--- config.mk ---
export PLATFORM = sky130hd
export DESIGN_NAME = bbcd_ctl
export DESIGN_NICKNAME = d
export VERILOG_FILES = /design/src/rtl/core/bbcd_pkg.sv /design/src/rtl/core/bbcd_ctl.sv
export SDC_FILE = /design/constraint.sdc
export NUM_CORES = 1
export LEC_CHECK = 0
export ABC_AREA = 1
export BUFFER_PORTS_ARGS = -buffer_cell sky130_fd_sc_hd__buf_2
export CAP_MARGIN = 10
export CORE_AREA = 2 2 39 41
export CTS_BUF_LIST = sky130_fd_sc_hd__clkbuf_2
export DETAILED_ROUTE_END_ITERATION = 10
export DIE_AREA = 0 0 41 43
export MAX_ROUTING_LAYER = met4
export PLACE_DENSITY = 0.77
export SETUP_SLACK_MARGIN = 0.5
export SYNTH_ARGS = -nofsm -noshare
export SYNTH_HDL_FRONTEND = slang
export SYNTH_SLANG_ARGS = --single-unit
--- constraint.sdc ---
create_clock -name clk -period 1.5 [get_ports clk]
set_clock_uncertainty 0.2 [all_clocks]
set_input_delay 0.075 -clock clk [delete_from_list [all_inputs] [get_ports clk]]
set_output_delay 0.075 -clock clk [all_outputs]
set_load 0.01 [all_outputs]
--- src/rtl/core/bbcd_pkg.sv ---
package bbcd_pkg;

  // Shift-add divide by ten for the budget fractions, one step per cycle
  localparam int DIV_W     = 44;
  localparam int DIVC_W    = 3;
  localparam int DIV_STEPS = 8;

  localparam logic [3:0] OP_LOOKUP    = 4'd0;
  localparam logic [3:0] OP_TOUCH     = 4'd1;
  localparam logic [3:0] OP_INSERT    = 4'd2;
  localparam logic [3:0] OP_REMOVE    = 4'd3;
  localparam logic [3:0] OP_FREMOVE   = 4'd4;
  localparam logic [3:0] OP_CLR_UNREF = 4'd5;
  localparam logic [3:0] OP_CLR_ALL   = 4'd6;
  localparam logic [3:0] OP_EVICT     = 4'd7;
  localparam logic [3:0] OP_SET_REFS  = 4'd8;

  localparam logic [1:0] ST_OK   = 2'd0;
  localparam logic [1:0] ST_MISS = 2'd1;
  localparam logic [1:0] ST_REFD = 2'd2;
  localparam logic [1:0] ST_FULL = 2'd3;

  localparam logic [1:0] CFG_MAX    = 2'd0;
  localparam logic [1:0] CFG_THR    = 2'd1;
  localparam logic [1:0] CFG_EVO    = 2'd2;
  localparam logic [1:0] CFG_MINAGE = 2'd3;

  typedef struct packed {
    logic [3:0]  opcode;
    logic [63:0] asset_id;
    logic [15:0] type_tag;
    logic [31:0] size_bytes;
    logic [15:0] ref_count;
    logic [31:0] now_seconds;
  } in_item_t;

  typedef struct packed {
    logic        hit;
    logic [1:0]  status;
    logic [6:0]  count;
    logic [39:0] usage_bytes;
    logic [6:0]  cached_count;
    logic [6:0]  referenced_count;
    logic [31:0] entry_size;
    logic [15:0] entry_refs;
  } out_item_t;

  typedef struct packed {
    logic [63:0] id;
    logic [15:0] typ;
    logic [31:0] size;
    logic [15:0] refs;
    logic [31:0] stamp;
  } slot_t;

  typedef enum logic [3:0] {
    S_IDLE, S_FIND_RD, S_FIND_EX, S_DIV, S_EVCHK, S_BUILD_RD, S_BUILD_EX,
    S_WALK_RD, S_WALK_SLOT, S_WALK_EX, S_RENUM_RD, S_RENUM_EX, S_APPLY,
    S_PASS_RD, S_PASS_EX, S_RESP
  } state_t;

  typedef struct packed {
    state_t ph;
    logic   load;
    logic   resp_load;
  } cmd_t;

  typedef struct packed {
    logic [3:0] op;
    logic       last;
    logic       div_last;
    logic       evict_go;
    logic       walk_more;
    logic       walk_stop;
    logic       walk_end;
    logic       empty;
    logic       present;
    logic       free_ok;
    logic       refs_nz;
    logic       out_free;
  } sts_t;

endpackage

--- src/rtl/core/bbcd_ctl.sv ---
module bbcd_ctl (
  input  logic           clk,
  input  logic           rst_n,
  input  logic           in_valid,
  input  bbcd_pkg::sts_t sts,
  output bbcd_pkg::cmd_t cmd,
  output logic           in_stall
);
  import bbcd_pkg::*;

  state_t state_r, state_nxt;

  always_ff @(posedge clk) begin
    if (!rst_n) begin
      state_r <= S_IDLE;
    end else begin
      state_r <= state_nxt;
    end
  end

  always_comb begin
    state_nxt = state_r;
    case (state_r)
      S_IDLE:      if (in_valid) state_nxt = S_FIND_RD;
      S_FIND_RD:   state_nxt = S_FIND_EX;
      S_FIND_EX: begin
        if (sts.last) begin
          state_nxt = (sts.op inside {OP_INSERT, OP_EVICT}) ? S_DIV : S_APPLY;
        end else begin
          state_nxt = S_FIND_RD;
        end
      end
      S_DIV:       if (sts.div_last) state_nxt = S_EVCHK;
      S_EVCHK:     state_nxt = (sts.evict_go && !sts.empty) ? S_BUILD_RD : S_APPLY;
      S_BUILD_RD:  state_nxt = S_BUILD_EX;
      S_BUILD_EX: begin
        if (sts.last) begin
          state_nxt = (sts.op == OP_CLR_UNREF) ? S_RENUM_RD : S_WALK_RD;
        end else begin
          state_nxt = S_BUILD_RD;
        end
      end
      S_WALK_RD:   state_nxt = sts.walk_more ? S_WALK_SLOT : S_RENUM_RD;
      S_WALK_SLOT: state_nxt = S_WALK_EX;
      S_WALK_EX:   state_nxt = (sts.walk_stop || sts.walk_end) ? S_RENUM_RD : S_WALK_RD;
      S_RENUM_RD:  state_nxt = S_RENUM_EX;
      S_RENUM_EX: begin
        if (sts.last) begin
          state_nxt = (sts.op == OP_CLR_UNREF) ? S_RESP : S_APPLY;
        end else begin
          state_nxt = S_RENUM_RD;
        end
      end
      S_APPLY: begin
        case (sts.op)
          OP_TOUCH, OP_FREMOVE: state_nxt = sts.present ? S_PASS_RD : S_RESP;
          OP_INSERT: state_nxt = (sts.present || sts.free_ok) ? S_PASS_RD : S_RESP;
          OP_REMOVE: state_nxt = (sts.present && !sts.refs_nz) ? S_PASS_RD : S_RESP;
          OP_CLR_UNREF: state_nxt = sts.empty ? S_RESP : S_BUILD_RD;
          default: state_nxt = S_RESP;
        endcase
      end
      S_PASS_RD:   state_nxt = S_PASS_EX;
      S_PASS_EX:   state_nxt = sts.last ? S_RESP : S_PASS_RD;
      S_RESP:      if (sts.out_free) state_nxt = S_IDLE;
      default:     state_nxt = S_IDLE;
    endcase
  end

  always_comb begin
    cmd.ph        = state_r;
    cmd.load      = (state_r == S_IDLE) && in_valid;
    cmd.resp_load = (state_r == S_RESP) && sts.out_free;
    in_stall      = (state_r != S_IDLE);
  end

endmodule

==> results.py, run 1 <==
metrics = {
    "outcome": {
        "run_status": "finished, violations left",
        "failed_checks": "negative hold slack, negative setup slack",
    },
    "cts": {
        "path_clk_slew_ns": 0.05,
        "clockBufferDepth": 2,
        "hold_buffers": 1,
        "htreeDepth": 1,
        "clock_sinks": 4,
        "cts_tree": "done",
        "cts_buffers": 3,
        "cts-root-buf": "clkbuf_2",
        "worstSkewPairLatency_ns": 0.21,
    },
    "timing": {
        "tns_ns": -0.0882,
        "fin_crit_sh_pct": 104,
        "fmax_ghz": 0.641,
        "finalHoldViolations": 3,
        "finalSetupViolations": 2,
        "finalCriticalPeriod_ns": 1.56,
        "maxSlewHeadroom_pct": 80.3,
        "fin_ws_ns": -0.0598,
        "drv_slew": 0,
        "rsz0062_at_grt": "true",
        "tightest_slew_ns": 0.294,
        "hold_ws_ns": -0.0943,
    },
    "setup_path": {
        "crit_fanout": 7,
        "cp.arrival_ns": 1.50,
        "cp-start-kind": "flop",
        "worstPathCellList": "inv_2 -> nand2_1 -> nor2_1 -> nand2_1 -> nand2_1 -> nor2_1 -> nand3_1 -> nand2_1 -> a21oi_2",
        "cpPeakStageDelay_ns": 0.38,
        "cp_common_cell": "nand2_1",
        "slowest_stage": "dfxtp_4",
        "end_kind": "flop",
        "critical_path_class": "flop to flop",
        "cp.required_ns": 1.44,
    },
    "die": {
        "die_x_microns": 41,
        "die-area_sq_mm": 0.00176,
        "initial_utilization_pct": 44.2,
        "die_h_microns": 43,
        "core_area_sq_mm": 0.00138,
        "fp-row-count": 14,
        "io_pins": 25,
    },
    "run": {
        "cap_violations": 0,
    },
    "layout": {
        "top_register": "state_r",
        "fin_util_pct": 74.7,
        "drive_above_1_share_pct": 43.0,
        "seqCellArea_sq_um": 95.1,
        "top_regs": "state_r: 4 flops",
        "fillers": 95,
        "multi_input_area_sq_um": 581,
        "fin_cells": 181,
        "n_antenna_cell": 0,
        "mostFrequentLayoutCells": "nand2_1 (34), nor2_1 (25), buf_2 (20)",
        "finalInstanceArea_sq_mm": 0.00103,
        "largest_register_ff_count": 4,
        "nNetsFinal": 185,
        "final_common_cell": "nand2_1",
        "area.growth.synth_to_final_pct": 68.9,
    },
    "place": {
        "dp_hpwl_microns": 1410,
        "portBuffers": 24,
        "globalplace.congestion": 0.918,
        "place_inst": 171,
        "placed_area_sq_um": 807,
    },
    "synth": {
        "syn_avg_cell_area_sq_um": 4.71,
        "ys_warn_count": 0,
        "synth_area_leaders": "nand2_1 (26%), nor2_1 (18%), inv_1 (15%)",
        "syn_area_sq_um": 612,
        "synth.distinct_cells": 16,
        "synth_seq_cells": 4,
        "synth_top_cell_area_share_pct": 25.8,
        "synth_largest_area_cell": "nand2_1",
        "synthCells": 130,
        "ys_seq_area_share_pct": 13.1,
        "syn-num-nets": 148,
    },
    "global_route": {
        "gr-total-overflow": 0,
        "antenna_found_initial": 0,
        "grt_pass1_wl_microns": 3330,
        "grt_max_degree": 8,
        "grt_use_total_pct": 28.4,
        "grt_pass1_vias": 820,
    },
    "routing": {
        "via_per_inst": 5.39,
        "ant_nets": 0,
        "wl_per_cell_microns": 13.8,
        "drt-initial-drc-count": 46,
        "dr_total_vias": 975,
        "route.detailed.drc": 0,
        "postRouteWirelength_microns": 2510,
        "dr.pass1.iters": 4,
    },
    "power_and_ir_drop": {
        "power_density_mw_per_mm2": 1360,
        "leakagePower_uw": 0.000573,
        "peakVddDrop_mv": 0.976,
        "power_uw": 1400,
    },
    "hold_path": {
        "hold_path_class": "input pin to flop",
    },
}
area by class of cell:
class / instances / area share (%)
clock buffer: 3 / 1.45
inverter: 24 / 9.20
multi-input combinational: 102 / 56.2
sequential: 4 / 9.20
tap: 16 / 1.94
timing repair buffer: 32 / 22.0
where the power goes:
part | internal, uW | switching, uW | total [uW]
sequential | 166 | 104 | 270
clock | 53.9 | 46.9 | 101
combinational | 464 | 567 | 1030
total | 684 | 718 | 1400
cells in the mapped netlist (all sizes together):
| library cell | n |
|---|---|
| dfxtp | 4 |
| nor3b | 1 |
| or2 | 2 |
| nor2 | 31 |
| nand4 | 3 |
| nand3 | 7 |
| o22ai | 2 |
| nand2 | 43 |
| a21oi | 4 |
| nor3 | 5 |
| a21boi | 1 |
| o21ai | 3 |
| inv | 24 |
what timing repair did:
action                                 4_1_cts  5_1_grt
endpoints found under the hold margin        4        3
buffers inserted                             5        1
setup endpoints to repair                   10       11
resized for setup                           11       25
pin swaps                                    7        8
path summary, 6_finish.rpt:
check	startpoint	to	slack (ns)	cells past startpoint
max	state_r[2]	state_r[2]	-0.06	9
min	rst_n	state_r[1]	-0.09	3
max reg2reg	state_r[2]	state_r[2]	-0.06	9
min reg2reg	state_r[0]	state_r[2]	0.54	4
logic make-up (layout without fill, tap and decap cells):
family,Yosys count,after routing,synth area share [%]
flip-flops,4,4,13.1
AO/OA/AOI/OAI,10,10,9.00
buffers and inverters,24,59,14.7
AND/OR/NAND/NOR,92,92,63.2
critical path: cells and delay by family, from the launching register on:
kind	cells	cell delay (ns)
buffers and inverters	1	0.09
AND/OR/NAND/NOR	7	0.69
flip-flops	1	0.38
AO/OA/AOI/OAI	1	0.13
metrics by stage:
step	setup slack, ns	hold slack, ns
floorplan	0.162	-0.0280
global placement	0.0334	0.104
detailed placement	0.0528	0.111
CTS	0.0499	-0.113
global route	-0.205	-0.0757
finish	-0.0598	-0.0943
routing by layer:
| metal | share of wire (%) | track usage [%] | vias to the layer above |
|---|---|---|---|
| met5 | 0 | - | - |
| met4 | 7.3 | 20.0 | 0 |
| met3 | 7.5 | 5.76 | 23 |
| met2 | 51 | 38.8 | 57 |
| met1 | 34 | 35.8 | 421 |
| li1 | - | - | 474 |
Power figures use the tool's default switching activity.
==> run 2, diff against run 1 <==
==> constraint.sdc (replaced) <==
create_clock -name clk -period 1.5 [get_ports clk]
set_clock_uncertainty 0.2 [all_clocks]
set_input_delay 0.15 -clock clk [delete_from_list [all_inputs] [get_ports clk]]
set_output_delay 0.15 -clock clk [all_outputs]
set_load 0.01 [all_outputs]
==> run 2 against run 1 <==
Net effect:
- clock power shrank 9.8%
- critical endpoint is now state_r[1]
- design area is 5.3% lower
- first-iteration DRC count did not move
- cell count unchanged
- worst hold slack better by 0.086 ns
- largest power group unchanged
- global-route usage is 1.1 points lower
- the flow still finishes with violations (negative hold slack, negative setup slack)
- sequential cell count is the same
- die area did not move
- combinational power is 11% lower
==> results.py, run 2 (synthesis results as in run 1) <==
metrics = {
    "outcome": {
        "run_status": "finished, violations left",
        "failed_checks": "negative hold slack, negative setup slack",
    },
    "setup_path": {
        "end_kind": "flop",
        "crit_fanout": 5,
        "regToRegSetupSlack_ns": -0.04,
        "reg2reg_from": "state_r[0]",
        "reg2reg_depth": 11,
        "cp.required_ns": 1.39,
        "critical_path_class": "flop to flop",
        "cp.arrival_ns": 1.43,
        "reg2reg_to": "state_r[1]",
        "cp-start-kind": "flop",
    },
    "place": {
        "globalplace.congestion": 0.890,
        "place_ws_ns": -0.0273,
        "portBuffers": 24,
        "dp_hpwl_microns": 1450,
        "placed_area_sq_um": 815,
    },
    "layout": {
        "area.growth.synth_to_final_pct": 59.9,
        "multi_input_area_sq_um": 544,
        "final_common_cell": "nand2_1",
        "fillers": 109,
        "top_register": "state_r",
        "n_antenna_cell": 0,
        "drive_above_1_share_pct": 40.6,
        "largest_register_ff_count": 4,
        "seqCellArea_sq_um": 95.1,
        "finalInstanceArea_sq_um": 978,
        "mostFrequentLayoutCells": "nand2_1 (36), nor2_1 (25), inv_1 (20), buf_2 (20), buf_4 (7)",
        "nNetsFinal": 185,
        "top_regs": "state_r: 4 flops",
    },
    "die": {
        "io_pins": 25,
        "core_area_sq_mm": 0.00138,
        "die_h_microns": 43,
        "die-area_sq_mm": 0.00176,
        "fp-row-count": 14,
        "initial_utilization_pct": 44.2,
        "die_x_microns": 41,
    },
    "timing": {
        "fin_crit_sh_pct": 103,
        "finalHoldViolations": 1,
        "finalCriticalPeriod_ns": 1.54,
        "fin_ws_ns": -0.0393,
        "drv_slew": 0,
        "hold_ws_ns": -0.00806,
        "finalSetupViolations": 2,
        "rsz0062_at_grt": "true",
        "tightest_slew_ns": 0.385,
        "fmax_ghz": 0.650,
        "maxSlewHeadroom_pct": 74.2,
    },
    "global_route": {
        "gr-total-overflow": 0,
        "antenna_found_initial": 0,
        "grt_pass1_wl_microns": 3350,
        "grt_max_degree": 8,
        "grt_pass1_vias": 854,
        "grt_use_total_pct": 27.4,
    },
    "routing": {
        "route.detailed.drc": 0,
        "drt-initial-drc-count": 46,
        "via_per_inst": 5.28,
        "dr_total_vias": 956,
        "dr.pass1.iters": 4,
        "postRouteWirelength_microns": 2290,
        "ant_nets": 0,
        "wl_per_cell_microns": 12.6,
    },
    "power_and_ir_drop": {
        "power_uw": 1290,
        "leakagePower_uw": 0.000566,
        "peakVddDrop_mv": 1.03,
        "power_density_mw_per_mm2": 1320,
    },
    "hold_path": {
        "hold_path_class": "input pin to flop",
        "worstHoldStart": "rst_n",
        "min_path_cells": 3,
        "hold_path_end": "state_r[1]",
    },
    "cts": {
        "htreeDepth": 1,
        "worstSkewPairLatency_ns": 0.19,
        "cts-root-buf": "clkbuf_2",
        "cts_buffers": 3,
        "clock_sinks": 4,
        "path_clk_slew_ns": 0.04,
        "cts_tree": "done",
        "clockBufferDepth": 2,
    },
    "run": {
        "cap_violations": 0,
    },
}
-- run 2: cell count changes in the layout (fill, tap and decap cells not counted), sizes merged --
cell / delta
buf: +1
dlygate4sd3: -1
-- run 2: how the worst max path moves through the flow --
stage               start    endpoint  slack [ns]  depth (start not counted)
6_report       state_r[0]  state_r[1]       -0.04                         11
5_1_grt        state_r[0]  state_r[1]       -0.13                         11
4_1_cts        state_r[0]  state_r[1]        0.06                         10
3_5_place_dp      sts[14]  state_r[3]       -0.03                          9
3_3_place_gp      sts[14]  state_r[3]       -0.02                          9
2_1_floorplan  state_r[0]  state_r[1]        0.16                         10
-- run 2: power by group --
| part | internal [uW] | total [uW] | switching [uW] |
|---|---|---|---|
| Combinational | 403 | 918 | 515 |
| Clock | 53.7 | 91.1 | 37.3 |
| Sequential | 166 | 278 | 112 |
-- run 2: through the flow --
stage,utilization [%],TNS [ns],std cells
after global routing,70.7,-0.266,181
after detailed placement,58.9,-0.0273,172
after global placement,58.9,-0.0412,172
after floorplan,-,0,130
final,70.7,-0.0439,181
after CTS,65.1,0,178
-- run 2: what timing repair did --
| action | 4_1_cts | 5_1_grt |
|---|---|---|
| pin swaps | 10 | 6 |
| endpoints found under the setup margin | 11 | 11 |
| endpoints found under the hold margin | 3 | 2 |
| resized for setup | 15 | 11 |
| setup buffers | 3 | 3 |
-- run 2: cell type report --
class | instances | share of cell area (%)
inverter | 24 | 9.72
clock buffer | 3 | 1.53
multi-input combinational | 102 | 55.6
timing repair buffer | 32 | 21.4
sequential | 4 | 9.72
tap | 16 | 2.05
-- run 2: routing by layer --
layer	GRT usage [%]	part of all wire [%]
met2	41.3	49
met3	4.71	6.6
met4	14.7	4.2
met1	33.1	41
met5	-	0
-- run 2: critical path: stages, from the launching register on --
cell and delay [ns]:
dfxtp_4 0.39, inv_2 0.06, nand2_4 0.08, inv_4 0.05, nand2_1 0.06, nand2_1 0.06
nor2_1 0.13, nand2_1 0.09, a21oi_2 0.13, nand3_2 0.09, nand2_1 0.08, inv_1 0.03
==> run 3, diff against run 2 <==
--- a/config.mk
+++ b/config.mk
@@ -14,7 +14,9 @@
 export DIE_AREA = 0 0 41 43
 export MAX_ROUTING_LAYER = met4
 export PLACE_DENSITY = 0.77
+export RECOVER_POWER = 25
 export SETUP_SLACK_MARGIN = 0.5
+export SKIP_CTS_REPAIR_TIMING = 1
 export SYNTH_ARGS = -nofsm -noshare
 export SYNTH_HDL_FRONTEND = slang
 export SYNTH_SLANG_ARGS = --single-unit
==> run 3 against run 2 <==
Net effect:
- the flow still finishes with violations (negative hold slack, negative setup slack)
- non-clock buffer count fell by 2
- worst hold slack better by 0.0053 ns
- design area fell by 8.2%
- routed wire length fell by 12%
- total power shrank 12%
- sequential share of layout area rose by 0.87 points
- count of clock-buffer cells in the layout unchanged
- die area unchanged
- critical endpoint unchanged
- largest power group unchanged
- highest routed layer unchanged
==> results.py, run 3 (synthesis results as in run 1) <==
metrics = {
    "layout": {
        "nNetsFinal": 183,
        "seqCellArea_sq_um": 95.1,
        "drive_above_1_share_pct": 36.8,
        "top_register": "state_r",
        "fin_cells": 179,
        "n_antenna_cell": 0,
        "fillers": 127,
        "mostFrequentLayoutCells": "nand2_1 (38), nor2_1 (25), buf_2 (23)",
        "largest_register_ff_count": 4,
        "final_common_cell": "nand2_1",
        "multi_input_area_sq_um": 507,
        "top_regs": "state_r: 4 flops",
        "area.growth.synth_to_final_pct": 46.8,
    },
    "power_and_ir_drop": {
        "power_density_mw_per_mm2": 1260,
        "peakVddDrop_mv": 0.944,
        "leakagePower_uw": 0.000520,
    },
    "setup_path": {
        "end_kind": "flop",
        "crit_fanout": 6,
        "cp.arrival_ns": 1.41,
        "critical_path_class": "flop to flop",
        "regToRegSetupSlack_ns": -0.02,
        "cp.required_ns": 1.39,
        "critical_path.endpoint": "state_r[1]",
        "reg2reg_from": "state_r[0]",
        "cp-start-kind": "flop",
        "reg2reg_depth": 11,
        "reg2reg_to": "state_r[1]",
        "crit_start": "state_r[0]",
    },
    "global_route": {
        "grt_pass1_vias": 785,
        "grt_pass1_wl_microns": 3010,
        "antenna_found_initial": 0,
        "grt_use_total_pct": 24.2,
        "grt_max_degree": 8,
        "gr-total-overflow": 0,
    },
    "timing": {
        "fin_crit_sh_pct": 101,
        "fmax_ghz": 0.657,
        "tightest_slew_ns": 0.389,
        "fin_ws_ns": -0.0210,
        "finalCriticalPeriod_ns": 1.52,
        "hold_ws_ns": -0.00280,
        "finalSetupViolations": 1,
        "drv_slew": 0,
        "tns_ns": -0.0210,
        "finalHoldViolations": 1,
        "maxSlewHeadroom_pct": 74.0,
        "rsz0062_at_grt": "true",
    },
    "cts": {
        "path_clk_slew_ns": 0.04,
        "cts-root-buf": "clkbuf_2",
        "clockBufferDepth": 2,
        "htreeDepth": 1,
        "cts_tree": "done",
        "clock_sinks": 4,
        "worstSkewPairLatency_ns": 0.19,
        "cts_buffers": 3,
    },
    "routing": {
        "ant_nets": 0,
        "drt-initial-drc-count": 45,
        "postRouteWirelength_microns": 2020,
        "via_per_inst": 5.20,
        "route.detailed.drc": 0,
        "dr.pass1.iters": 4,
        "dr_total_vias": 930,
        "wl_per_cell_microns": 11.3,
    },
    "die": {
        "io_pins": 25,
        "core_area_sq_mm": 0.00138,
        "die_h_microns": 43,
        "initial_utilization_pct": 44.2,
        "die-area_sq_mm": 0.00176,
        "fp-row-count": 14,
        "die_x_microns": 41,
    },
    "run": {
        "cap_violations": 0,
    },
    "place": {
        "place_ws_ns": -0.0273,
        "place_inst": 172,
        "globalplace.congestion": 0.890,
        "portBuffers": 24,
        "dp_hpwl_microns": 1450,
    },
    "outcome": {
        "run_status": "finished, violations left",
        "failed_checks": "negative hold slack, negative setup slack",
    },
    "hold_path": {
        "hold_path_class": "input pin to flop",
    },
}
[run 3: cell types whose count changed in the layout (fill, tap and decap cells not counted), moves of 2 or more]
cell     delta
buf_6       -4
buf_2       +3
inv_2       +2
inv_4       -2
nand2_1     +2
nand2_4     -2
[run 3: routing by layer]
layer / up-vias / share of wire [%] / wire [microns] / track usage (%)
met5: - / 0 / 0 / -
met4: 0 / 1.1 / 23 / 10.7
met3: 4 / 7.3 / 147 / 3.14
met2: 51 / 49 / 997 / 35.6
met1: 403 / 42 / 854 / 31.8
li1: 472 / - / - / -
[run 3: worst min path at each step]
stage	startpoint	endpoint	slack, ns	cells after the start
after floorplan	rst_n	state_r[1]	0.05	2
after global placement	rst_n	state_r[1]	0.18	3
after detailed placement	rst_n	state_r[1]	0.18	3
after CTS	rst_n	state_r[2]	-0.02	3
after global routing	rst_n	state_r[1]	-0.007	3
final	rst_n	state_r[1]	-0.003	3
[run 3: power by group]
part	switching, uW	internal, uW	total (uW)	leakage, uW
Clock	35.9	53.7	89.6	0.0000125
Combinational	449	326	775	0.000472
Sequential	98.8	166	265	0.0000356
[run 3: critical path, cell delays in order (launching register included)]
cell,delay (ns)
dfxtp_4,0.40
inv_2,0.05
nand2_2,0.07
inv_2,0.06
nand2_1,0.07
nand2_1,0.06
nor2_1,0.08
nand2_1,0.07
a21oi_2,0.14
nand3_2,0.10
nand2_1,0.08
inv_1,0.03
[run 3: stage by stage]
stage / util [%] / total power, uW / instance area [sq um]
floorplan: - / 670 / 659
global placement: 58.9 / 898 / 815
detailed placement: 58.9 / 897 / 815
CTS: 59.9 / 1000 / 830
global route: 64.9 / 1220 / 898
finish: 64.9 / 1130 / 898
[run 3: final cells by class]
class / instances / share of cell area (%)
multi-input combinational: 102 / 56.4
timing repair buffer: 30 / 19.1
sequential: 4 / 10.6
inverter: 24 / 10.0
tap: 16 / 2.23
clock buffer: 3 / 1.67
